File: src/rwt_pkg.sv
package rwt_pkg;

  localparam int SCREEN_HEIGHT = 512;
  localparam int HALF_SCREEN   = SCREEN_HEIGHT / 2;
  localparam int TILE          = 64;
  localparam int TILE_W        = $clog2(TILE);

  localparam int COL_W   = 12;
  localparam int ROW_W   = 9;
  localparam int DIST_W  = 24;
  localparam int ANG_W   = 12;
  localparam int COORD_W = 16;
  localparam int PD_W    = 12;
  localparam logic [PD_W-1:0] PD_RESET = PD_W'(554);

  localparam int QUARTER  = 2 ** (ANG_W - 2);
  localparam int T_W      = ANG_W - 1;
  localparam int SEG_W    = 5;
  localparam int IDX_W    = T_W - SEG_W;
  localparam int COS_FRAC = 16;
  localparam int COS_W    = COS_FRAC + 1;
  localparam int DIFF_W   = 12;
  localparam int CORR_W   = DIFF_W + SEG_W + 1;

  localparam int PROD_W   = DIST_W + COS_W;
  localparam int LEN_W    = 24;
  localparam int LEN_FRAC = 8;

  localparam int NUM_W      = PD_W + TILE_W + LEN_FRAC;
  localparam int H_W        = NUM_W;
  localparam int HDIV_STEPS = H_W;
  localparam int TN_W       = H_W + 1;
  localparam int TEX_W      = TILE_W;
  localparam int TDIV_STEPS = TEX_W;

  typedef enum logic [1:0] {
    FACE_NORTH = 2'd0,
    FACE_SOUTH = 2'd1,
    FACE_EAST  = 2'd2,
    FACE_WEST  = 2'd3
  } face_t;

  typedef struct packed {
    logic [COL_W-1:0]  column;
    logic [ROW_W-1:0]  row;
    face_t             face;
    logic [TEX_W-1:0]  tex_x;
  } pix_t;

  typedef struct packed {
    logic [COL_W-1:0]  column;
    logic [ROW_W-1:0]  row;
    logic              in_wall;
    face_t             face;
    logic [TEX_W-1:0]  tex_x;
    logic [TEX_W-1:0]  tex_y;
  } res_t;

  function automatic logic [COS_W-1:0] cos_tab(input logic [IDX_W-1:0] idx);
    logic [COS_W-1:0] v;
    case (idx)
      6'd0:  v = 17'd65536;
      6'd1:  v = 17'd65457;
      6'd2:  v = 17'd65220;
      6'd3:  v = 17'd64827;
      6'd4:  v = 17'd64277;
      6'd5:  v = 17'd63572;
      6'd6:  v = 17'd62714;
      6'd7:  v = 17'd61705;
      6'd8:  v = 17'd60547;
      6'd9:  v = 17'd59244;
      6'd10: v = 17'd57798;
      6'd11: v = 17'd56212;
      6'd12: v = 17'd54491;
      6'd13: v = 17'd52639;
      6'd14: v = 17'd50660;
      6'd15: v = 17'd48559;
      6'd16: v = 17'd46341;
      6'd17: v = 17'd44011;
      6'd18: v = 17'd41576;
      6'd19: v = 17'd39040;
      6'd20: v = 17'd36410;
      6'd21: v = 17'd33692;
      6'd22: v = 17'd30893;
      6'd23: v = 17'd28020;
      6'd24: v = 17'd25079;
      6'd25: v = 17'd22078;
      6'd26: v = 17'd19024;
      6'd27: v = 17'd15924;
      6'd28: v = 17'd12785;
      6'd29: v = 17'd9616;
      6'd30: v = 17'd6424;
      6'd31: v = 17'd3216;
      default: v = '0;
    endcase
    return v;
  endfunction

endpackage

File: src/rwt_len.sv
module rwt_len import rwt_pkg::*; (
  input  logic               clk,
  input  logic               rst_n,
  input  logic               en,
  input  logic               in_valid,
  input  logic [COS_W-1:0]   mag,
  input  logic               neg,
  input  logic [DIST_W-1:0]  hit_dist,
  input  pix_t               pix_in,
  output logic               out_valid,
  output logic [LEN_W-1:0]   len,
  output pix_t               pix_out
);

  logic [PROD_W-1:0]  prod_nxt;
  logic               v3_r;
  logic [PROD_W-1:0]  prod3_r;
  logic               neg3_r;
  pix_t               pix3_r;

  logic [PROD_W-1:0]  rnd;
  logic [LEN_W-1:0]   raw;
  logic [LEN_W-1:0]   len_nxt;
  logic               v4_r;
  logic [LEN_W-1:0]   len4_r;
  pix_t               pix4_r;

  assign prod_nxt = PROD_W'(hit_dist) * PROD_W'(mag);

  // round back to q16.8, a negative or zero length becomes the smallest one
  always_comb begin
    rnd     = prod3_r + PROD_W'(2 ** (COS_FRAC - 1));
    raw     = rnd[COS_FRAC+LEN_W-1:COS_FRAC];
    len_nxt = (neg3_r || raw == '0) ? LEN_W'(1) : raw;
  end

  always_ff @(posedge clk) begin
    if (!rst_n) begin
      v3_r <= 1'b0;
      v4_r <= 1'b0;
    end else if (en) begin
      v3_r <= in_valid;
      v4_r <= v3_r;
    end
  end

  always_ff @(posedge clk) begin
    if (en) begin
      prod3_r <= prod_nxt;
      neg3_r  <= neg;
      pix3_r  <= pix_in;
      len4_r  <= len_nxt;
      pix4_r  <= pix3_r;
    end
  end

  assign out_valid = v4_r;
  assign len       = len4_r;
  assign pix_out   = pix4_r;

endmodule

File: config.mk
export PLATFORM = sky130hd
export DESIGN_NAME = rwt_len
export DESIGN_NICKNAME = d
export VERILOG_FILES = /design/src/rwt_pkg.sv /design/src/rwt_len.sv
export SDC_FILE = /design/constraint.sdc
export NUM_CORES = 1
export LEC_CHECK = 0
export BUFFER_PORTS_ARGS = -buffer_cell sky130_fd_sc_hd__buf_2
export CAP_MARGIN = 20
export CORE_MARGIN = 1.5
export CORE_UTILIZATION = 50
export DETAILED_ROUTE_END_ITERATION = 10
export GPL_ROUTABILITY_DRIVEN = 0
export PLACE_DENSITY = 0.68
export SKIP_LAST_GASP = 1
export SLEW_MARGIN = 25
export SYNTH_ARGS = -nofsm -noshare
export SYNTH_HDL_FRONTEND = slang
export SYNTH_SLANG_ARGS = --single-unit
File: constraint.sdc
create_clock -name clk -period 20 [get_ports clk]
set_input_delay 3 -clock clk [delete_from_list [all_inputs] [get_ports clk]]
set_output_delay 3 -clock clk [all_outputs]
set_load 0.01 [all_outputs]
# After elaboration in Yosys (flattened, before gate mapping)
# Index checks and enable logic that the tools add are counted.
[totals]
ff_bits = 125
input_bits = 75
out_inout_bits = 54
wordCells = 17
[op_classes]
addsub = 1
multipliers = 1
reduce_logical = 2
[ops]
columns = ["op", "n"]
rows = [
  ["$add 40x16->40 const B", 1],
  ["$mul 24x17->40", 1],
  ["$logic_not 24->1", 1],
  ["$logic_or 1x1->1", 1],
]

# Longest topological paths before layout
[logic_depth]
ltp_word = 3
ltp_mapped = 23

# Worst setup path before layout
# Ideal clock, no wire load.
[synth_timing]
path_type = "in2reg"
from = "input port hit_dist[20]"
to = "register prod3_r[39], data pin"
t_arrival_ns = 8.540
t_required_ns = 19.740
slack_ns = 11.200
cell_stages = 23
path_buffers = 2
cell_sequence = "clkbuf_1 > clkbuf_1 > nand2_1 > fa_1 > inv_1 > fa_1 > inv_1 > fa_1 > inv_1 > fa_1 > fa_1 > inv_1 > fa_1 > inv_1 > ha_1 > nand4_1 > nor4_1 > a22oi_1 > a31oi_1 > a41oi_1 > o21bai_1 > a21oi_1 > xnor2_1"
[synth_via]
elab_chain_len = 1
[synth_lines]
columns = ["element", "line", "source"]
rows = [
  ["start, declared", "rwt_len.sv:8", "input logic [DIST_W-1:0] hit_dist,"],
  ["$mul 24x17->40", "rwt_len.sv:28", "assign prod_nxt = PROD_W'(hit_dist) * PROD_W'(mag);"],
  ["via prod_nxt[39]", "rwt_len.sv:15", "logic [PROD_W-1:0] prod_nxt;"],
  ["end signal, assigned", "rwt_len.sv:49", "prod3_r <= prod_nxt;"],
  ["end, declared", "rwt_len.sv:17", "logic [PROD_W-1:0] prod3_r;"],
]
# The timed path passes the listed nets, and every way through them passes these cells.
# A chain may end at the register's enable or synchronous reset.

# Final worst setup path
[layout_timing]
from = "input port mag[4]"
to = "register prod3_r[26], data pin"
[layout_via]
elab_chain_len = 1
[layout_lines]
columns = ["element", "line", "source"]
rows = [
  ["start, declared", "rwt_len.sv:6", "input logic [COS_W-1:0] mag,"],
  ["$mul 24x17->40", "rwt_len.sv:28", ""],
  ["via prod_nxt[26]", "rwt_len.sv:15", ""],
]
# The timed path passes the listed nets, and every way through them passes these cells.

==> results.tsv <==
metric	value	unit
status	finished clean	
cts_buffer_depth	2	
synth.cell_area	16700	um2
routed-via-count	11500	
num-fill-cells	2937	
cpMostUsedCell	fa_1	
crit_type	input pin to flop	
worst_pin_slew	962	ps
cap_violations	0	
row_count	66	
clk_pin_slew	70	ps
rsz0062_at_grt	no	
crit_fanout	24	
drive_gt1_frac	0.0905	
ctsHoldBuffers	0	
port_buffers	128	
die_y	186	um
fin_tns_setup	0	ps
critPathSlowestCell	fa_1	
arrival	9090	ps
ys_async_sr_fraction	0	
yosys.cell_types.count	61	
fin_skew	4.42	ps
synth_cells	1716	
first_iter_violations	631	
cts_root_buffer	clkbuf_16	
fin_util	0.549	
finalSetupViolCount	0	
maxSlewViolCount	0	
insertion_delay	340	ps
max_freq	111	MHz
finalInstanceArea	17900	um2
ys.warnings.count	0	
synth_top_area_cell	fa_1	
synth.avg_cell_area	9.74	um2
dp_hpwl	29300	um
wirelength	37700	um
yosys-top-cells-area	fa_1 39%, edfxtp_1 19%, inv_1 9.0%, ha_1 8.2%, nand2_1 6.4%	
cpPeakStageDelay	550	ps
setup.worst_path.start	mag[4]	
grtUsageTotal	0.231	
yosysSeqAreaShare	0.196	
cp-start-kind	input pin	
hold_path_end	pix_out[12]	
area_delta_synth_final	7.34	%
nNetsFinal	2297	
tritoncts	built	
first_pass_iters	5	
synth_top_cell_area_share	0.390	
finalHoldViolations	0	
hold_depth	0	
min_path_type	flop to flop	
drc_errors	0	
dieArea	34500	um2
antenna_found_initial	0	
cts-resized-gates	0	
clock-sinks	110	
timing.slew.headroom	0.358	
placed_cell_area	17600	um2
grt_max_degree	84	
via_per_inst	5.15	
core	32700	um2
finalCriticalPeriod	9010	ps
htreeDepth	3	
grt_pass1_vias	12000	
start_util	0.511	
synth_ff_type	edfxtp_1	
worst_setup_path_end_kind	flop	
timing.rr.start	prod3_r[15]	
grt-ovfl-total	0	
r2r-end	len[0]	
antenna_cells	0	
reg2reg_depth	6	
drtAntennaViolNets	0	
path_cells	buf_2 > nand2_1 > fa_1 > fa_1 > fa_1 > fa_1 > inv_1 > fa_1 > inv_1 > fa_1 > inv_1 > ha_1 > nor3_1 > nor2_1 > a221oi_1 > a31oi_1 > nor2b_1 > or3_1 > a31oi_1 > xnor2_1	
syn-num-nets	2227	
post_cts_buffers	0	
grt_pass1_wl	61600	um
required	20090	ps
reg2reg_slack	17430	ps
ys_ff_latch	110	
min_from	pix3_r[12]	
dieWidth	186	um
ios	129	
timing.final.crit_share	0.450	
synth_edf_count	108	
wl_per_cell	16.9	um
cts_made_buffers	9	
==> sequential cells by signal (all words and copies together), names as in the netlist <==
| signal | flops |
|---|---|
| out_valid | 1 |
| pix_out | 29 |
| prod3_r | 25 |
| len | 24 |
| v3_r | 1 |
| neg3_r | 1 |
| pix3_r | 29 |
==> worst max-delay path, delay by kind of cell <==
kind	cells	cell delay, ps
buf+inv	4	640
fa+ha+maj	7	3430
compound gates	3	880
simple gates	5	1010
xor+xnor	1	110
==> through the flow <==
step           hold WS [ps]  setup WS (ps)  instances
4_1_cts                 422          11120       2233
5_1_grt                 426          10640       2233
3_5_place_dp            405          10730       2217
2_1_floorplan           400          11200       1716
3_3_place_gp            400          10830       2217
6_report                422          10990       2233
==> cell type report <==
cell class | instances | area, um2 | share of cell area
multi-input cells | 1136 | 11700 | 0.650
flip-flops and latches | 110 | 3280 | 0.183
inverters | 400 | 1500 | 0.0837
repair buffers | 129 | 651 | 0.0363
well taps | 442 | 553 | 0.0308
clock buffers | 9 | 225 | 0.0126
clock inverters | 7 | 75.1 | 0.00418
==> cell usage after synthesis (3+ instances only) <==
library cell and count:
nor4_1 4, and3_1 7, nor2_1 48, nand4_1 9, a31oi_1 8, nor2b_1 5
xnor2_1 31, inv_1 400, nand3_1 12, a21oi_1 32, nand2_1 284, buf_2 4
edfxtp_1 108, a21o_1 7, and4_1 3, o21ai_0 18, and2_1 153, nor3_1 8
mux2i_1 3, xor2_1 20, fa_1 326, clkbuf_1 64, o211ai_1 4, ha_1 110
==> layout by cell type, fill, tap and decap left out, types with 5 or more instances in the layout <==
cell,count
a21o_1,7
a21oi_1,32
a31oi_1,8
and2_1,153
and3_1,7
buf_2,127
clkbuf_16,9
edfxtp_1,108
fa_1,326
ha_1,110
inv_1,400
nand2_1,284
nand3_1,12
nand4_1,9
nor2_1,48
nor2b_1,5
nor3_1,8
o21ai_0,18
xnor2_1,31
xor2_1,20
==> kinds of logic after synthesis <==
logic type / share of synthesized area
fa+ha+maj: 0.473
xor+xnor: 0.0267
flops: 0.196
simple gates: 0.161
mux: 0.00337
buf+inv: 0.106
compound gates: 0.0337
==> metal layers <==
layer / wire length [um] / GRT usage / up-vias / part of all wire
li1: - / - / 5274 / -
met1: 16500 / 0.320 / 5745 / 0.44
met2: 17600 / 0.381 / 428 / 0.47
met3: 2980 / 0.0405 / 54 / 0.079
met4: 642 / 0.0523 / 0 / 0.017
met5: 0 / 0 / - / 0
==> worst max-delay path by stage <==
stage                        to  slack [ps]  cells past startpoint
floorplan           prod3_r[39]       11200                     23
global placement    prod3_r[26]       10830                     20
detailed placement  prod3_r[34]       10730                     20
CTS                 prod3_r[26]       11120                     20
global route        prod3_r[39]       10640                     22
finish              prod3_r[26]       10990                     20
Power is not shown: default switching activity piles up to over one toggle a cycle in this logic, so the estimate is an artifact.
