<file path="config.mk">
export PLATFORM = sky130hd
export DESIGN_NAME = rwt_hdiv
export DESIGN_NICKNAME = d
export VERILOG_FILES = /design/src/rwt_pkg.sv /design/src/rwt_hdiv.sv
export SDC_FILE = /design/constraint.sdc
export NUM_CORES = 2
export LEC_CHECK = 0
export BUFFER_PORTS_ARGS = -buffer_cell sky130_fd_sc_hd__buf_4
export CAP_MARGIN = 30
export CORE_ASPECT_RATIO = 1.2
export CORE_UTILIZATION = 68
export CTS_CLUSTER_DIAMETER = 40
export CTS_CLUSTER_SIZE = 12
export DETAILED_ROUTE_END_ITERATION = 16
export GPL_ROUTABILITY_DRIVEN = 0
export PLACE_DENSITY = 0.85
export SYNTH_ARGS = -nofsm -noshare
export SYNTH_HDL_FRONTEND = slang
export SYNTH_SLANG_ARGS = --single-unit
</file>
<file path="constraint.sdc">
create_clock -name clk -period 9.54 [get_ports clk]
set_input_delay 2.385 -clock clk [delete_from_list [all_inputs] [get_ports clk]]
set_output_delay 2.385 -clock clk [all_outputs]
set_load 0.02 [all_outputs]
</file>
<file path="src/rwt_pkg.sv">
package rwt_pkg;

  localparam int SCREEN_HEIGHT = 512;
  localparam int HALF_SCREEN   = SCREEN_HEIGHT / 2;
  localparam int TILE          = 64;
  localparam int TILE_W        = $clog2(TILE);

  localparam int COL_W   = 12;
  localparam int ROW_W   = 9;
  localparam int DIST_W  = 24;
  localparam int ANG_W   = 12;
  localparam int COORD_W = 16;
  localparam int PD_W    = 12;
  localparam logic [PD_W-1:0] PD_RESET = PD_W'(554);

  localparam int QUARTER  = 2 ** (ANG_W - 2);
  localparam int T_W      = ANG_W - 1;
  localparam int SEG_W    = 5;
  localparam int IDX_W    = T_W - SEG_W;
  localparam int COS_FRAC = 16;
  localparam int COS_W    = COS_FRAC + 1;
  localparam int DIFF_W   = 12;
  localparam int CORR_W   = DIFF_W + SEG_W + 1;

  localparam int PROD_W   = DIST_W + COS_W;
  localparam int LEN_W    = 24;
  localparam int LEN_FRAC = 8;

  localparam int NUM_W      = PD_W + TILE_W + LEN_FRAC;
  localparam int H_W        = NUM_W;
  localparam int HDIV_STEPS = H_W;
  localparam int TN_W       = H_W + 1;
  localparam int TEX_W      = TILE_W;
  localparam int TDIV_STEPS = TEX_W;

  typedef enum logic [1:0] {
    FACE_NORTH = 2'd0,
    FACE_SOUTH = 2'd1,
    FACE_EAST  = 2'd2,
    FACE_WEST  = 2'd3
  } face_t;

  typedef struct packed {
    logic [COL_W-1:0]  column;
    logic [ROW_W-1:0]  row;
    face_t             face;
    logic [TEX_W-1:0]  tex_x;
  } pix_t;

  typedef struct packed {
    logic [COL_W-1:0]  column;
    logic [ROW_W-1:0]  row;
    logic              in_wall;
    face_t             face;
    logic [TEX_W-1:0]  tex_x;
    logic [TEX_W-1:0]  tex_y;
  } res_t;

  function automatic logic [COS_W-1:0] cos_tab(input logic [IDX_W-1:0] idx);
    logic [COS_W-1:0] v;
    case (idx)
      6'd0:  v = 17'd65536;
      6'd1:  v = 17'd65457;
      6'd2:  v = 17'd65220;
      6'd3:  v = 17'd64827;
      6'd4:  v = 17'd64277;
      6'd5:  v = 17'd63572;
      6'd6:  v = 17'd62714;
      6'd7:  v = 17'd61705;
      6'd8:  v = 17'd60547;
      6'd9:  v = 17'd59244;
      6'd10: v = 17'd57798;
      6'd11: v = 17'd56212;
      6'd12: v = 17'd54491;
      6'd13: v = 17'd52639;
      6'd14: v = 17'd50660;
      6'd15: v = 17'd48559;
      6'd16: v = 17'd46341;
      6'd17: v = 17'd44011;
      6'd18: v = 17'd41576;
      6'd19: v = 17'd39040;
      6'd20: v = 17'd36410;
      6'd21: v = 17'd33692;
      6'd22: v = 17'd30893;
      6'd23: v = 17'd28020;
      6'd24: v = 17'd25079;
      6'd25: v = 17'd22078;
      6'd26: v = 17'd19024;
      6'd27: v = 17'd15924;
      6'd28: v = 17'd12785;
      6'd29: v = 17'd9616;
      6'd30: v = 17'd6424;
      6'd31: v = 17'd3216;
      default: v = '0;
    endcase
    return v;
  endfunction

endpackage

</file>
<file path="src/rwt_hdiv.sv">
module rwt_hdiv import rwt_pkg::*; (
  input  logic               clk,
  input  logic               rst_n,
  input  logic               en,
  input  logic               in_valid,
  input  logic [LEN_W-1:0]   len,
  input  logic [PD_W-1:0]    proj_dist,
  input  pix_t               pix_in,
  output logic               out_valid,
  output logic [H_W-1:0]     h,
  output pix_t               pix_out
);

  logic [LEN_W-1:0]  rem_in   [HDIV_STEPS];
  logic [NUM_W-1:0]  dvd_in   [HDIV_STEPS];
  logic [H_W-1:0]    quo_in   [HDIV_STEPS];
  logic [LEN_W-1:0]  len_in   [HDIV_STEPS];
  logic              v_in     [HDIV_STEPS];
  pix_t              pix_sin  [HDIV_STEPS];

  logic [LEN_W:0]    trial    [HDIV_STEPS];
  logic              ge       [HDIV_STEPS];
  logic [LEN_W-1:0]  rem_nxt  [HDIV_STEPS];

  logic [LEN_W-1:0]  rem_r    [HDIV_STEPS];
  logic [NUM_W-1:0]  dvd_r    [HDIV_STEPS];
  logic [H_W-1:0]    quo_r    [HDIV_STEPS];
  logic [LEN_W-1:0]  len_r    [HDIV_STEPS];
  logic              v_r      [HDIV_STEPS];
  pix_t              pix_r    [HDIV_STEPS];

  // one quotient bit per stage, restoring
  always_comb begin
    rem_in[0]  = '0;
    dvd_in[0]  = {proj_dist, (TILE_W + LEN_FRAC)'(0)};
    quo_in[0]  = '0;
    len_in[0]  = len;
    v_in[0]    = in_valid;
    pix_sin[0] = pix_in;
    for (int k = 1; k < HDIV_STEPS; k++) begin
      rem_in[k]  = rem_r[k-1];
      dvd_in[k]  = dvd_r[k-1];
      quo_in[k]  = quo_r[k-1];
      len_in[k]  = len_r[k-1];
      v_in[k]    = v_r[k-1];
      pix_sin[k] = pix_r[k-1];
    end
    for (int k = 0; k < HDIV_STEPS; k++) begin
      trial[k]   = {rem_in[k], dvd_in[k][NUM_W-1]};
      ge[k]      = trial[k] >= {1'b0, len_in[k]};
      rem_nxt[k] = ge[k] ? LEN_W'(trial[k] - {1'b0, len_in[k]}) : trial[k][LEN_W-1:0];
    end
  end

  always_ff @(posedge clk) begin
    if (!rst_n) begin
      for (int k = 0; k < HDIV_STEPS; k++) v_r[k] <= 1'b0;
    end else if (en) begin
      for (int k = 0; k < HDIV_STEPS; k++) v_r[k] <= v_in[k];
    end
  end

  always_ff @(posedge clk) begin
    if (en) begin
      for (int k = 0; k < HDIV_STEPS; k++) begin
        rem_r[k] <= rem_nxt[k];
        dvd_r[k] <= {dvd_in[k][NUM_W-2:0], 1'b0};
        quo_r[k] <= {quo_in[k][H_W-2:0], ge[k]};
        len_r[k] <= len_in[k];
        pix_r[k] <= pix_sin[k];
      end
    end
  end

  assign out_valid = v_r[HDIV_STEPS-1];
  assign h         = quo_r[HDIV_STEPS-1];
  assign pix_out   = pix_r[HDIV_STEPS-1];

endmodule

</file>
---- Yosys cells after proc, flatten, opt, wreduce, memory -nomap -nowiden ----
Memory sizes are Yosys's and may differ from the RTL's.
Index checks and enable logic that the tools add are counted.
word-level totals
  output and inout bits ................... 56
  bits in writable memories ............... 3354
  bits in registers ....................... 0
  memories ................................ 6
  word-level logic and storage cells ...... 141
  input port bits ......................... 69
operators by class
  mux-type cells .......................... 57
  bitwise gates (word level) .............. 26
  add/sub/neg operators ................... 26
  order comparisons ....................... 26
memory list
  name   depth  width  rd ports  clocked after Yosys merged registers in  wr ports  line            source
  pix_r  26     29     26        0                                        26        rwt_hdiv.sv:30  pix_t pix_r [HDIV_STEPS];
  quo_r  26     26     26        0                                        26        rwt_hdiv.sv:27  logic [H_W-1:0] quo_r [HDIV_STEPS];
  dvd_r  26     25     25        0                                        26        rwt_hdiv.sv:26  logic [NUM_W-1:0] dvd_r [HDIV_STEPS];
  len_r  26     24     25        0                                        26        rwt_hdiv.sv:28  logic [LEN_W-1:0] len_r [HDIV_STEPS];
  rem_r  26     24     25        0                                        26        rwt_hdiv.sv:25  logic [LEN_W-1:0] rem_r [HDIV_STEPS];
  v_r    26     1      26        0                                        26        rwt_hdiv.sv:29  logic v_r [HDIV_STEPS];
operators with widths
  cell                                              count
  25-bit by 24-bit >= comparator with 1-bit output  25
  24-bit two-way mux                                26
  24-bit subtractor                                 25
  1-bit two-way mux                                 31
  1-bit bitwise OR                                  26
  1-bit by 24-bit >= comparator with 1-bit output   1
  1-bit by 24-bit subtractor with 24-bit output     1

---- Longest topological paths before layout ----
  depth in word-level cells ............... 4
  gate-level depth with buffers ........... 15
  gate-level depth less buffers ........... 13

---- Worst setup path after synthesis ----
No wires, ideal clock.
  path type ............................... input to register
  from .................................... in proj_dist[11]
  to ...................................... mem rem_r[0][0] (data pin)
  path buffers ............................ 2
  arrival ................................. 3.824 ns
  slack ................................... 5.450 ns
  setup time .............................. 0.266 ns
  stages .................................. 9
  data required time ...................... 9.274 ns
  path through ............................ inv_1 > ha_1 > clkbuf_1 > inv_1 > ha_1 > a21oi_1 > nor3b_1 > clkbuf_1 > mux2i_1
RTL lines
  element             line            source
  start: declaration  rwt_hdiv.sv:7   input logic [PD_W-1:0] proj_dist,
  end: declaration    rwt_hdiv.sv:25

==> results.md <==
* Status: completed
* Vias at 63,100
* #FFs+latches synth at 2,397
* GR Util All Layers at 0.257
* Final-stage net count at 8,856
* Tot Pwr at 39.1 mW
* Worst Path Required at 10.29 ns
* Antenna cells at 0
* Die height at 439 um
* Post-Syn Instances at 7,856
* Flop2flop setup slack at 5.07 ns
* Clock tree sinks at 2,397
* Num CTS Buffers at 285
* CP peak stage delay at 0.95 ns
* DR pass1 iterations at 8
* Row count at 160
* # setup viols final at 0
* Post-synth EDFFs at 2,396
* Slew Limit Headroom at 0.0909
* Netlist Area Pre-Place at 0.108 sq mm
* Clock-pin transition on the worst setup and hold timing paths at 0.05 ns
* Synth top area share at 0.664
* Die area at 0.161 sq mm
* Hold Buf Count CTS at 0
* P&R area growth vs syn at 11.0%
* Final Hold Fails at 0
* Clock tree buffer depth at 4
* Leakage power at 47.1 nW
* Ports at 125
* Avg Inst Size Synth at 13.8 sq um
* Clock Latency Late Sink at 0.94 ns
* Max-Cap Viols at 0
* Pwr dens at 325 mW/mm^2
* Fin Setup TNS at 0 ns
* Ys async rst share at 0
* First-pass GRT wire length at 327 mm
* Cell taking the most area after synthesis: edfxtp_1
* WL per Instance at 20.0 um
* ANT nets after route at 0
* Total core area at 0.158 sq mm
* Critical path depth at 7
* CP Buf/Inv Count at 2
* Layout cells sized above 1 at 0.102
* Synth area leaders: edfxtp_1, ha_1, inv_1, mux2_2, a21oi_1
* Family with the most delay on the worst path: simple AND/OR/NAND/NOR gates
* Commonest cells post-synth: edfxtp_1, inv_1, ha_1
* Tmin final at 4.59 ns
* Htree depth at 5
* Total congestion overflow at 0
* Number of distinct library cells after synthesis at 81
* Main synth FF type: edfxtp_1
* Largest net degree at the start of global routing at 220
* CP arrival at 5.35 ns
* Setup crit start kind: input pin
* Crit end category: flop
* RSZ-0062 raised after global routing: false
* CTS tree: built
* PortBufs at 124
* CP Class: input pin to flop
* Detail-routed via count per cell at 6.07
* Crit path cell chain: buf_4 -> nor4_1 -> nand3_1 -> nor3_1 -> nor3b_2 -> buf_6 -> mux2i_1
* Setup Skew at 0.0591 ns
* Fmax at 0.218 GHz
* Routed wire length at 207 mm
* Most frequent cell after synthesis: edfxtp_1
* Sequential area share after synthesis at 0.665
* Hold WC Path Type: flop to flop
* CP max-delay cell: nor3_1
* Maximum vdd drop at 0.265 mV
* CTS root buffer: clkbuf_16
* Slew @ Worst Pin at 1.36 ns
* Initial DRC Count at 5,572
* Synth warnings at 0
* DRC violations left at 0
* Vias in the first global route at 64,100
* Initial antenna violation count at 1
* Fill count at 8,941
* Critical Path Fanout Max at 14
* Net count after synthesis at 8,550
* Reg2reg path depth at 12
* Initial Utilization at 0.684
* Post-CTS sizing at 0
* Final worst-path cycle share at 0.481
* Max Slew Vio Count at 0
* Detailed placer's ending HPWL at 137 mm
* Post-CTS Setup Repair Bufs at 0
* Width of the die at 366 um
* Hold Path Stages at 0
[layer usage]
layer	vias to the layer above	share of wire	track usage
li1	29600	-	-
met1	30300	0.36	0.284
met2	2407	0.51	0.461
met3	773	0.056	0.0434
met4	0	0.066	0.163
met5	-	0	0
[flip-flops by register name (all words and copies together) (netlist names)]
register,cells
pix_r,754
len_r,600
rem_r,600
quo_r,351
dvd_r,66
v_r,26
[cell families (layout without fill, tap and decap cells)]
group | Yosys count | in the layout | synth area share
AND/OR/NAND/NOR | 1478 | 1478 | 0.0647
buffers and inverters | 921 | 1345 | 0.0332
flip-flops | 2397 | 2397 | 0.665
multiplexers | 259 | 259 | 0.0267
XOR/XNOR | 472 | 472 | 0.0382
AO/OA/AOI/OAI | 1704 | 1704 | 0.0988
adder cells (fa/ha/maj) | 625 | 625 | 0.0739
[area by class of cell]
cell class,count,area [sq um],area share
sequential,2397,72000,0.599
multi-input combinational,4538,32800,0.273
clock buffer,306,7360,0.0612
inverter,765,2870,0.0239
tap,2106,2640,0.0219
timing repair buffer,175,1550,0.0129
clock inverter,99,1040,0.00868
[layout by cell type (no fill, tap or decap), types with 20 or more instances in the layout]
cell type  count
buf_4        157
o21ai_0      402
nor2b_1       95
nor4_1        24
nor3_1        83
xor2_1       190
and3_1        58
ha_1         601
o31ai_1       41
clkinv_2      21
a21o_1       230
a31oi_1       42
mux2_2       241
xnor2_1      282
fa_1          24
clkbuf_16    292
edfxtp_1    2396
or2_2         23
o211ai_1      27
and2_1        30
nand2_1      445
a211oi_1      39
a211o_1       20
a21boi_0      44
o21ai_1       43
o21bai_1      62
nand4_1       70
o21a_1        82
nand3_1      101
nand2b_1      70
clkinv_1      20
a21oi_1      494
nor2_1       392
inv_1        764
or3_1         43
[per-stage QoR]
step,cells,hold slack (ns),utilization,area [sq um],setup WS (ns)
2_1_floorplan,7856,0.400,-,108000,5.45
3_3_place_gp,9973,0.400,0.705,112000,4.00
3_5_place_dp,9980,0.405,0.706,112000,4.08
4_1_cts,10400,0.382,0.759,120000,4.99
5_1_grt,10400,0.381,0.759,120000,4.75
6_report,10400,0.387,0.759,120000,4.95
[final timing paths]
path                       from             to
setup reg to reg   len_r[0][97]  rem_r[0][138]
setup / recovery         len[7]    rem_r[0][0]
hold / removal    pix_r[0][423]  pix_r[0][452]
hold reg to reg   pix_r[0][423]  pix_r[0][452]
[power breakdown]
| part | switching (mW) | leakage (nW) | internal, mW |
|---|---|---|---|
| combinational | 7.75 | 19.5 | 5.94 |
| sequential | 1.10 | 23.5 | 14.4 |
| clock | 3.96 | 4.10 | 5.96 |
| total | 12.8 | 47.1 | 26.3 |
Power figures use the tool's default switching activity.
