===== src/rwt_pkg.sv =====
package rwt_pkg;

  localparam int SCREEN_HEIGHT = 512;
  localparam int HALF_SCREEN   = SCREEN_HEIGHT / 2;
  localparam int TILE          = 64;
  localparam int TILE_W        = $clog2(TILE);

  localparam int COL_W   = 12;
  localparam int ROW_W   = 9;
  localparam int DIST_W  = 24;
  localparam int ANG_W   = 12;
  localparam int COORD_W = 16;
  localparam int PD_W    = 12;
  localparam logic [PD_W-1:0] PD_RESET = PD_W'(554);

  localparam int QUARTER  = 2 ** (ANG_W - 2);
  localparam int T_W      = ANG_W - 1;
  localparam int SEG_W    = 5;
  localparam int IDX_W    = T_W - SEG_W;
  localparam int COS_FRAC = 16;
  localparam int COS_W    = COS_FRAC + 1;
  localparam int DIFF_W   = 12;
  localparam int CORR_W   = DIFF_W + SEG_W + 1;

  localparam int PROD_W   = DIST_W + COS_W;
  localparam int LEN_W    = 24;
  localparam int LEN_FRAC = 8;

  localparam int NUM_W      = PD_W + TILE_W + LEN_FRAC;
  localparam int H_W        = NUM_W;
  localparam int HDIV_STEPS = H_W;
  localparam int TN_W       = H_W + 1;
  localparam int TEX_W      = TILE_W;
  localparam int TDIV_STEPS = TEX_W;

  typedef enum logic [1:0] {
    FACE_NORTH = 2'd0,
    FACE_SOUTH = 2'd1,
    FACE_EAST  = 2'd2,
    FACE_WEST  = 2'd3
  } face_t;

  typedef struct packed {
    logic [COL_W-1:0]  column;
    logic [ROW_W-1:0]  row;
    face_t             face;
    logic [TEX_W-1:0]  tex_x;
  } pix_t;

  typedef struct packed {
    logic [COL_W-1:0]  column;
    logic [ROW_W-1:0]  row;
    logic              in_wall;
    face_t             face;
    logic [TEX_W-1:0]  tex_x;
    logic [TEX_W-1:0]  tex_y;
  } res_t;

  function automatic logic [COS_W-1:0] cos_tab(input logic [IDX_W-1:0] idx);
    logic [COS_W-1:0] v;
    case (idx)
      6'd0:  v = 17'd65536;
      6'd1:  v = 17'd65457;
      6'd2:  v = 17'd65220;
      6'd3:  v = 17'd64827;
      6'd4:  v = 17'd64277;
      6'd5:  v = 17'd63572;
      6'd6:  v = 17'd62714;
      6'd7:  v = 17'd61705;
      6'd8:  v = 17'd60547;
      6'd9:  v = 17'd59244;
      6'd10: v = 17'd57798;
      6'd11: v = 17'd56212;
      6'd12: v = 17'd54491;
      6'd13: v = 17'd52639;
      6'd14: v = 17'd50660;
      6'd15: v = 17'd48559;
      6'd16: v = 17'd46341;
      6'd17: v = 17'd44011;
      6'd18: v = 17'd41576;
      6'd19: v = 17'd39040;
      6'd20: v = 17'd36410;
      6'd21: v = 17'd33692;
      6'd22: v = 17'd30893;
      6'd23: v = 17'd28020;
      6'd24: v = 17'd25079;
      6'd25: v = 17'd22078;
      6'd26: v = 17'd19024;
      6'd27: v = 17'd15924;
      6'd28: v = 17'd12785;
      6'd29: v = 17'd9616;
      6'd30: v = 17'd6424;
      6'd31: v = 17'd3216;
      default: v = '0;
    endcase
    return v;
  endfunction

endpackage


===== src/rwt_cos.sv =====
module rwt_cos import rwt_pkg::*; (
  input  logic                clk,
  input  logic                rst_n,
  input  logic                en,
  input  logic                in_valid,
  input  logic [COL_W-1:0]    column,
  input  logic [ROW_W-1:0]    row,
  input  logic [DIST_W-1:0]   hit_distance,
  input  logic [ANG_W-1:0]    ray_dir,
  input  logic [ANG_W-1:0]    view_angle,
  input  logic                hit_vertical,
  input  logic [COORD_W-1:0]  hit_coord,
  output logic                out_valid,
  output logic [COS_W-1:0]    mag,
  output logic                neg,
  output logic [DIST_W-1:0]   hit_dist,
  output pix_t                pix
);

  logic [ANG_W-1:0]   diff_ang;
  logic [1:0]         quad;
  logic [T_W-1:0]     offs;
  logic [T_W-1:0]     t;
  logic [IDX_W-1:0]   idx;
  logic [COS_W-1:0]   base_nxt;
  logic [COS_W-1:0]   next_cos;
  logic [DIFF_W-1:0]  diff_nxt;
  pix_t               pix_nxt;
  face_t              face_nxt;

  logic               v1_r;
  logic [COS_W-1:0]   base1_r;
  logic [DIFF_W-1:0]  diff1_r;
  logic [SEG_W-1:0]   frac1_r;
  logic               neg1_r;
  logic [DIST_W-1:0]  dist1_r;
  pix_t               pix1_r;

  logic [CORR_W-1:0]  corr_full;
  logic [COS_W-1:0]   mag_nxt;

  logic               v2_r;
  logic [COS_W-1:0]   mag2_r;
  logic               neg2_r;
  logic [DIST_W-1:0]  dist2_r;
  pix_t               pix2_r;

  // quadrant fold onto the quarter-wave table
  always_comb begin
    diff_ang = ray_dir - view_angle;
    quad     = diff_ang[ANG_W-1:ANG_W-2];
    offs     = {1'b0, diff_ang[ANG_W-3:0]};
    t        = quad[0] ? (T_W'(QUARTER) - offs) : offs;
    idx      = t[T_W-1:SEG_W];
    base_nxt = cos_tab(idx);
    next_cos = cos_tab(idx + IDX_W'(1));
    diff_nxt = DIFF_W'(base_nxt - next_cos);

    if (hit_vertical) begin
      face_nxt = (ray_dir >= ANG_W'(QUARTER) && ray_dir <= ANG_W'(3 * QUARTER))
                 ? FACE_EAST : FACE_WEST;
    end else begin
      face_nxt = (ray_dir <= ANG_W'(2 * QUARTER)) ? FACE_SOUTH : FACE_NORTH;
    end

    pix_nxt.column = column;
    pix_nxt.row    = row;
    pix_nxt.face   = face_nxt;
    pix_nxt.tex_x  = hit_coord[TILE_W-1:0];
  end

  always_comb begin
    corr_full = CORR_W'(diff1_r) * CORR_W'(frac1_r) + CORR_W'(2 ** (SEG_W - 1));
    mag_nxt   = base1_r - COS_W'(corr_full >> SEG_W);
  end

  always_ff @(posedge clk) begin
    if (!rst_n) begin
      v1_r <= 1'b0;
      v2_r <= 1'b0;
    end else if (en) begin
      v1_r <= in_valid;
      v2_r <= v1_r;
    end
  end

  always_ff @(posedge clk) begin
    if (en) begin
      base1_r <= base_nxt;
      diff1_r <= diff_nxt;
      frac1_r <= t[SEG_W-1:0];
      neg1_r  <= quad[0] ^ quad[1];
      dist1_r <= hit_distance;
      pix1_r  <= pix_nxt;
      mag2_r  <= mag_nxt;
      neg2_r  <= neg1_r;
      dist2_r <= dist1_r;
      pix2_r  <= pix1_r;
    end
  end

  assign out_valid = v2_r;
  assign mag       = mag2_r;
  assign neg       = neg2_r;
  assign hit_dist  = dist2_r;
  assign pix       = pix2_r;

endmodule


===== config.mk =====
export PLATFORM = sky130hd
export DESIGN_NAME = rwt_cos
export DESIGN_NICKNAME = d
export VERILOG_FILES = /design/src/rwt_pkg.sv /design/src/rwt_cos.sv
export SDC_FILE = /design/constraint.sdc
export NUM_CORES = 1
export LEC_CHECK = 0
export ABC_AREA = 1
export BUFFER_PORTS_ARGS = -buffer_cell sky130_fd_sc_hd__buf_4
export CAP_MARGIN = 20
export CORE_ASPECT_RATIO = 1.5
export CORE_MARGIN = 8
export CORE_UTILIZATION = 42
export CTS_CLUSTER_DIAMETER = 50
export CTS_CLUSTER_SIZE = 10
export DETAILED_ROUTE_END_ITERATION = 7
export PLACE_DENSITY_LB_ADDON = 0.08
export SLEW_MARGIN = 0
export SYNTH_ARGS = -nofsm -noshare
export SYNTH_HDL_FRONTEND = slang
export SYNTH_SLANG_ARGS = --single-unit

===== constraint.sdc =====
create_clock -name clk -period 10 [get_ports clk]
set_input_delay 0.5 -clock clk [delete_from_list [all_inputs] [get_ports clk]]
set_output_delay 0.5 -clock clk [all_outputs]
set_load 0.02 [all_outputs]

Word level (Yosys, flattened, before mapping)
Memories as Yosys holds them, arrays and structs flattened.
Index checks and enable logic that the tools add are counted.
{"block": "classes", "bitwise_logic": 1, "muxes": 6, "n_reduce_logical": 1, "n_mul": 1, "order_cmp": 3, "add_sub_neg": 6}
{"op": "<= comparator 12 bit (second input constant)", "n": 2}
{"op": "subtractor 12 bit", "n": 2}
{"op": "adder 17 x 5 -> 18 bit (second input constant)", "n": 1}
{"op": "multiplier 12 x 5 -> 17 bit", "n": 1}
{"op": "two-way mux 17 bit", "n": 1}
{"op": "subtractor 17 x 13 -> 17 bit", "n": 1}
{"op": "greater-or-equal comparator 12 x 11 -> 1 bit (second input constant)", "n": 1}
{"op": "two-way mux 12 bit", "n": 1}
{"op": "two-way mux 11 bit", "n": 1}
{"op": "subtractor 11 x 10 -> 11 bit (first input constant)", "n": 1}
{"op": "adder 6 x 1 -> 6 bit (second input constant)", "n": 1}
{"op": "two-way mux 1 bit", "n": 2}
{"op": "two-way mux 2 bit", "n": 1}
{"op": "logical AND 1 bit", "n": 1}
{"op": "XOR 1 bit", "n": 1}
{"block": "word_totals", "n_memories": 2, "rom_bits": 1088, "regBits": 161, "wordCells": 38, "in_bits": 90}
{"memory": "(no name shown)", "words": 32, "width": 17, "rd": 1, "rd_ports_with_merged_regs": 0, "write_ports": 0, "line": "rwt_pkg.sv:61", "source": "case (idx)"}
{"memory": "(no name shown)", "words": 32, "width": 17, "rd": 1, "rd_ports_with_merged_regs": 0, "write_ports": 0, "line": "rwt_pkg.sv:61"}

Logic depth before layout (Yosys ltp)
An unclocked memory read counts as a cell.
{"block": "logic_depth", "ltp_word": 7, "depth_mapped": 39, "ltp_nobuf": 38}

Least setup slack after synthesis
Ideal clock, no wire load.
{"block": "synth_timing", "kind": "reg2reg", "startpoint": "reg frac1_r[3]", "endpoint": "reg mag2_r[15] (netlist: mag[15]), data pin", "required_ps": 9734, "path_slack_ps": 4550, "path_buffers": 1, "arrival_ps": 5185, "path_stages_with_launch": 28, "setup_ps": 266, "path_cell_list": "edfxtp_1 > clkbuf_1 > nand2_1 > inv_1 > fa_1 > fa_1 > inv_1 > fa_1 > inv_1 > ha_1 > a21oi_1 > o21ai_0 > o21bai_1 > a21o_1 > a21o_1 > a21oi_1 > xor2_1 > ha_1 > nand2_1 > nor2_1 > a211oi_1 > o21ai_0 > a31oi_1 > o21ai_0 > nand2_1 > nand3_1 > nor3_1 > xor2_1"}
{"block": "synth_via", "elab_chain_len": 3}
{"element": "start, declared", "line": "rwt_cos.sv:34", "source": "logic [SEG_W-1:0] frac1_r;"}
{"element": "start signal, assigned", "line": "rwt_cos.sv:91", "source": "frac1_r <= t[SEG_W-1:0];"}
{"element": "multiplier 12 x 5 -> 17 bit", "line": "rwt_cos.sv:73", "source": "corr_full = CORR_W'(diff1_r) * CORR_W'(frac1_r) + CORR_W'(2 ** (SEG_W - 1));"}
{"element": "adder 17 x 5 -> 18 bit", "line": "rwt_cos.sv:73"}
{"element": "subtractor 17 x 13 -> 17 bit", "line": "rwt_cos.sv:74", "source": "mag_nxt = base1_r - COS_W'(corr_full >> SEG_W);"}
{"element": "via mag_nxt[15]", "line": "rwt_cos.sv:40", "source": "logic [COS_W-1:0] mag_nxt;"}
{"element": "end signal, assigned", "line": "rwt_cos.sv:95", "source": "mag2_r <= mag_nxt;"}
{"element": "end, declared", "line": "rwt_cos.sv:43", "source": "logic [COS_W-1:0] mag2_r;"}
The timed path passes the listed nets, and every way through them passes these cells.
A chain may end at the register's enable or synchronous reset.

Worst setup path after layout
{"block": "layout_timing", "startpoint": "in ray_dir[0]", "endpoint": "reg diff1_r[10], data pin"}
{"block": "layout_via", "elab_chain_len": 7, "word_cells_on_any_way": 9, "cone_classes": "add/sub (4); mux (3); memory (2)"}
{"element": "start, declared", "line": "rwt_cos.sv:9", "source": "input logic [ANG_W-1:0] ray_dir,"}
{"element": "subtractor 12 bit (*)", "line": "rwt_cos.sv:50", "source": "diff_ang = ray_dir - view_angle;"}
{"element": "subtractor 11 x 10 -> 11 bit", "line": "rwt_cos.sv:53", "source": "t = quad[0] ? (T_W'(QUARTER) - offs) : offs;"}
{"element": "two-way mux 11 bit (*)", "line": "rwt_cos.sv:53"}
{"element": "adder 6 x 1 -> 6 bit", "line": "rwt_cos.sv:56", "source": "next_cos = cos_tab(idx + IDX_W'(1));"}
{"element": "memory read (32 x 17 bit)"}
{"element": "two-way mux 12 bit", "line": "rwt_pkg.sv:61"}
{"element": "subtractor 12 bit (*)", "line": "rwt_cos.sv:57", "source": "diff_nxt = DIFF_W'(base_nxt - next_cos);"}
{"element": "via diff_nxt[10]", "line": "rwt_cos.sv:27", "source": "logic [DIFF_W-1:0] diff_nxt;"}
{"element": "end signal, assigned", "line": "rwt_cos.sv:90", "source": "diff1_r <= diff_nxt;"}
{"element": "end, declared", "line": "rwt_cos.sv:33", "source": "logic [DIFF_W-1:0] diff1_r;"}
Mark *: on every way through the listed nets, which the timed path passes. The rest lies on a longest branch.

==> metrics <==
outcome=finished clean; maximum clock insertion buffer count=2; non-filler cells, final=roughly 1600; Setup TNS=0 ps; largest net degree at the start of global routing=110; cell count after synthesis=1105; synth top area cells=edfxtp_1 (45%), ha_1 (10%), nand2_1 (7.7%); Nets=between 1000 and 1500; Via-to-Cell Ratio=4.89; DRT antenna net count=0; Sink Count=about 160; DP Wirelength=18400 um; R2R Setup Slk=between 3000 and 4000 ps; Final min period=about 6300 ps; vias in the first global route=~7800; fin. max-slew vios=0; CP max-delay cell=ha_1; GRT Util Overall=between 10% and 20%; H-tree levels=4; Crit Path Class=primary input to flop; Slew @ Worst Pin=938 ps; largest area contributor in the netlist=edfxtp_1; CTS tree=built; WP data arrival=around 6400 ps; CP dominant cell by count=nand2_1; DRT iter0 DRCs=360; crit end category=flop; Die ar.=0.0305 sq mm; GR Overflow Total=0; Post-synth ARST share=0%; RR Endpoint=mag[15]; Seq/Total Area, Yosys=45.7%; Chip Height=around 210 um; row cnt=71; MaxCap Viol Count=0; critical path endpoint=diff1_r[10]; Worst-path clk slew=60 ps; RSZ-0062 raised after global routing=no; GP Congestion=0.926; Max Fclk=0.160 GHz; worst setup path start=ray_dir[0]; Final Cell Area=between 0.01 and 0.015 sq mm; DR vias=7778; Yosys reg bits=161; Worst slew margin=between 30% and 40%; final setup vio count=0; slowest stage delay, CP=620 ps; Port Buffers=between 150 and 200; number of synthesized flops with an enable pin=between 150 and 200; area grow syn2layout=18.6%; Synth top area share=45.3%; layout cells sized above 1=between 10% and 20%; Yosys Warn Count=0; Ant. Diodes=0; core box area=between 0.02 and 0.025 sq mm; Cell Area, Placed=0.0119 sq mm; final wirelength=23300 um; CTS root buffer=clkbuf_16; mapped cell area=0.0105 sq mm; Initial Util=42.4%; DRC=0; Inst Count DP=1560; Synth cell types=44; Setup Fix Bufs, Post-CTS=0; CTS Hold Bufs=0; CTS Buf Count=17; clk_lat worst skew=around 420 ps; first-pass GRT wire length=38700 um; Required @ worst endpoint=10170 ps; Resized cells post-CTS=0; Die W=145 um; Clock Skews=about 8.1 ps; top_reg_cell synth=edfxtp_1; crit start category=primary input; Mean Syn Cell Area=between 9 and 10 sq um; Crit Reg-Reg Startpoint=frac1_r[4]; per-cell routed wire length=about 15 um; DRT Pass-1 Iters=7; final period utilization=62.6%; R2R cell count=26; min-delay worst type=primary input to flop; Syn Nets=1312; initial antenna violation count=0; Final Hold Fails=0; Ports=~160; Worst Path Max Fanout=15
[registers in the layout (all words and copies together) (netlist names)]
register and cells:
base1_r 17, diff1_r 12, dist1_r 24, frac1_r 5
hit_dist 24, mag 17, neg 1, neg1_r 1
out_valid 1, pix 29, pix1_r 29, v1_r 1
[synthesized netlist by cell type, types with 13 or more instances]
master,number
nand3_1,62
inv_1,198
nand2_1,217
xor2_1,25
a21oi_1,56
o21ai_0,37
fa_1,33
nand4_1,14
nor2_1,63
ha_1,84
nand2_2,14
xnor2_1,17
edfxtp_1,159
nor3_1,14
o21ai_1,13
[how the worst min path moves through the flow]
| stage | start | to | slack, ps | depth (start not counted) |
|---|---|---|---|---|
| after CTS | hit_distance[14] | dist1_r[14] | 230 | 1 |
| after global routing | hit_distance[14] | dist1_r[14] | 220 | 1 |
| after global placement | dist1_r[11] | hit_dist[11] | 400 | 0 |
| final | hit_distance[13] | dist1_r[13] | 250 | 1 |
| after detailed placement | dist1_r[13] | hit_dist[13] | 400 | 0 |
| after floorplan | dist1_r[0] | hit_dist[0] | 400 | 0 |
[worst max-delay path, delay by kind of cell]
| kind | cells | cell delay (ps) |
|---|---|---|
| simple gates | 12 | 1520 |
| xor+xnor | 1 | 90 |
| compound gates | 7 | 1190 |
| buf+inv | 6 | 650 |
| fa+ha+maj | 7 | 2450 |
[through the flow]
stage               util (%)  worst slack, ps  hold slack (ps)
floorplan                  -             4550              400
global placement        47.9             3270              400
detailed placement      47.9             3300              405
CTS                     50.2             3760              225
global route            50.2             3160              225
finish                  50.2             3740              253
[per-layer routing]
| layer | vias to the layer above | global-route usage [%] | part of all wire, % |
|---|---|---|---|
| met2 | 179 | 29.4 | 53 |
| li1 | 3937 | - | - |
| met3 | 35 | 3.03 | 4.3 |
| met5 | - | 0 | 0 |
| met1 | 3627 | 16.5 | 39 |
| met4 | 0 | 7.38 | 3.1 |
[final cells by class]
type / instances / area, sq um
Sequential cell: 161 / 4810
Clock inverter: 14 / 154
Fill cell: 2367 / 12400
Timing Repair Buffer: 152 / 1140
Inverter: 207 / 782
Tap cell: 328 / 410
Multi-Input combinational cell: 712 / 4760
Clock buffer: 18 / 429
[cells in the final DEF, fill, tap and decap left out, types with 14 or more instances in the layout]
cell,synthesis,final
nor3_1,14,14
buf_4,3,151
nor2_1,63,63
clkbuf_16,0,17
inv_1,198,198
nand2_2,14,14
nand2_1,217,217
fa_1,33,33
a21oi_1,56,56
edfxtp_1,159,159
nand4_1,14,14
nand3_1,62,62
xnor2_1,17,17
xor2_1,25,25
o21ai_0,37,37
ha_1,84,84
[cells by family after synthesis]
family / Yosys count / share of synthesized area, %
buffers and inverters: 232 / 9.13
AO/OA/AOI/OAI: 143 / 7.94
adder cells (fa/ha/maj): 117 / 16.2
flip-flops: 161 / 45.7
AND/OR/NAND/NOR: 410 / 17.5
XOR/XNOR: 42 / 3.49
Power is left out: the tool's default activity adds up to more than one toggle a clock period on the data nets, which glitch-free logic cannot reach.
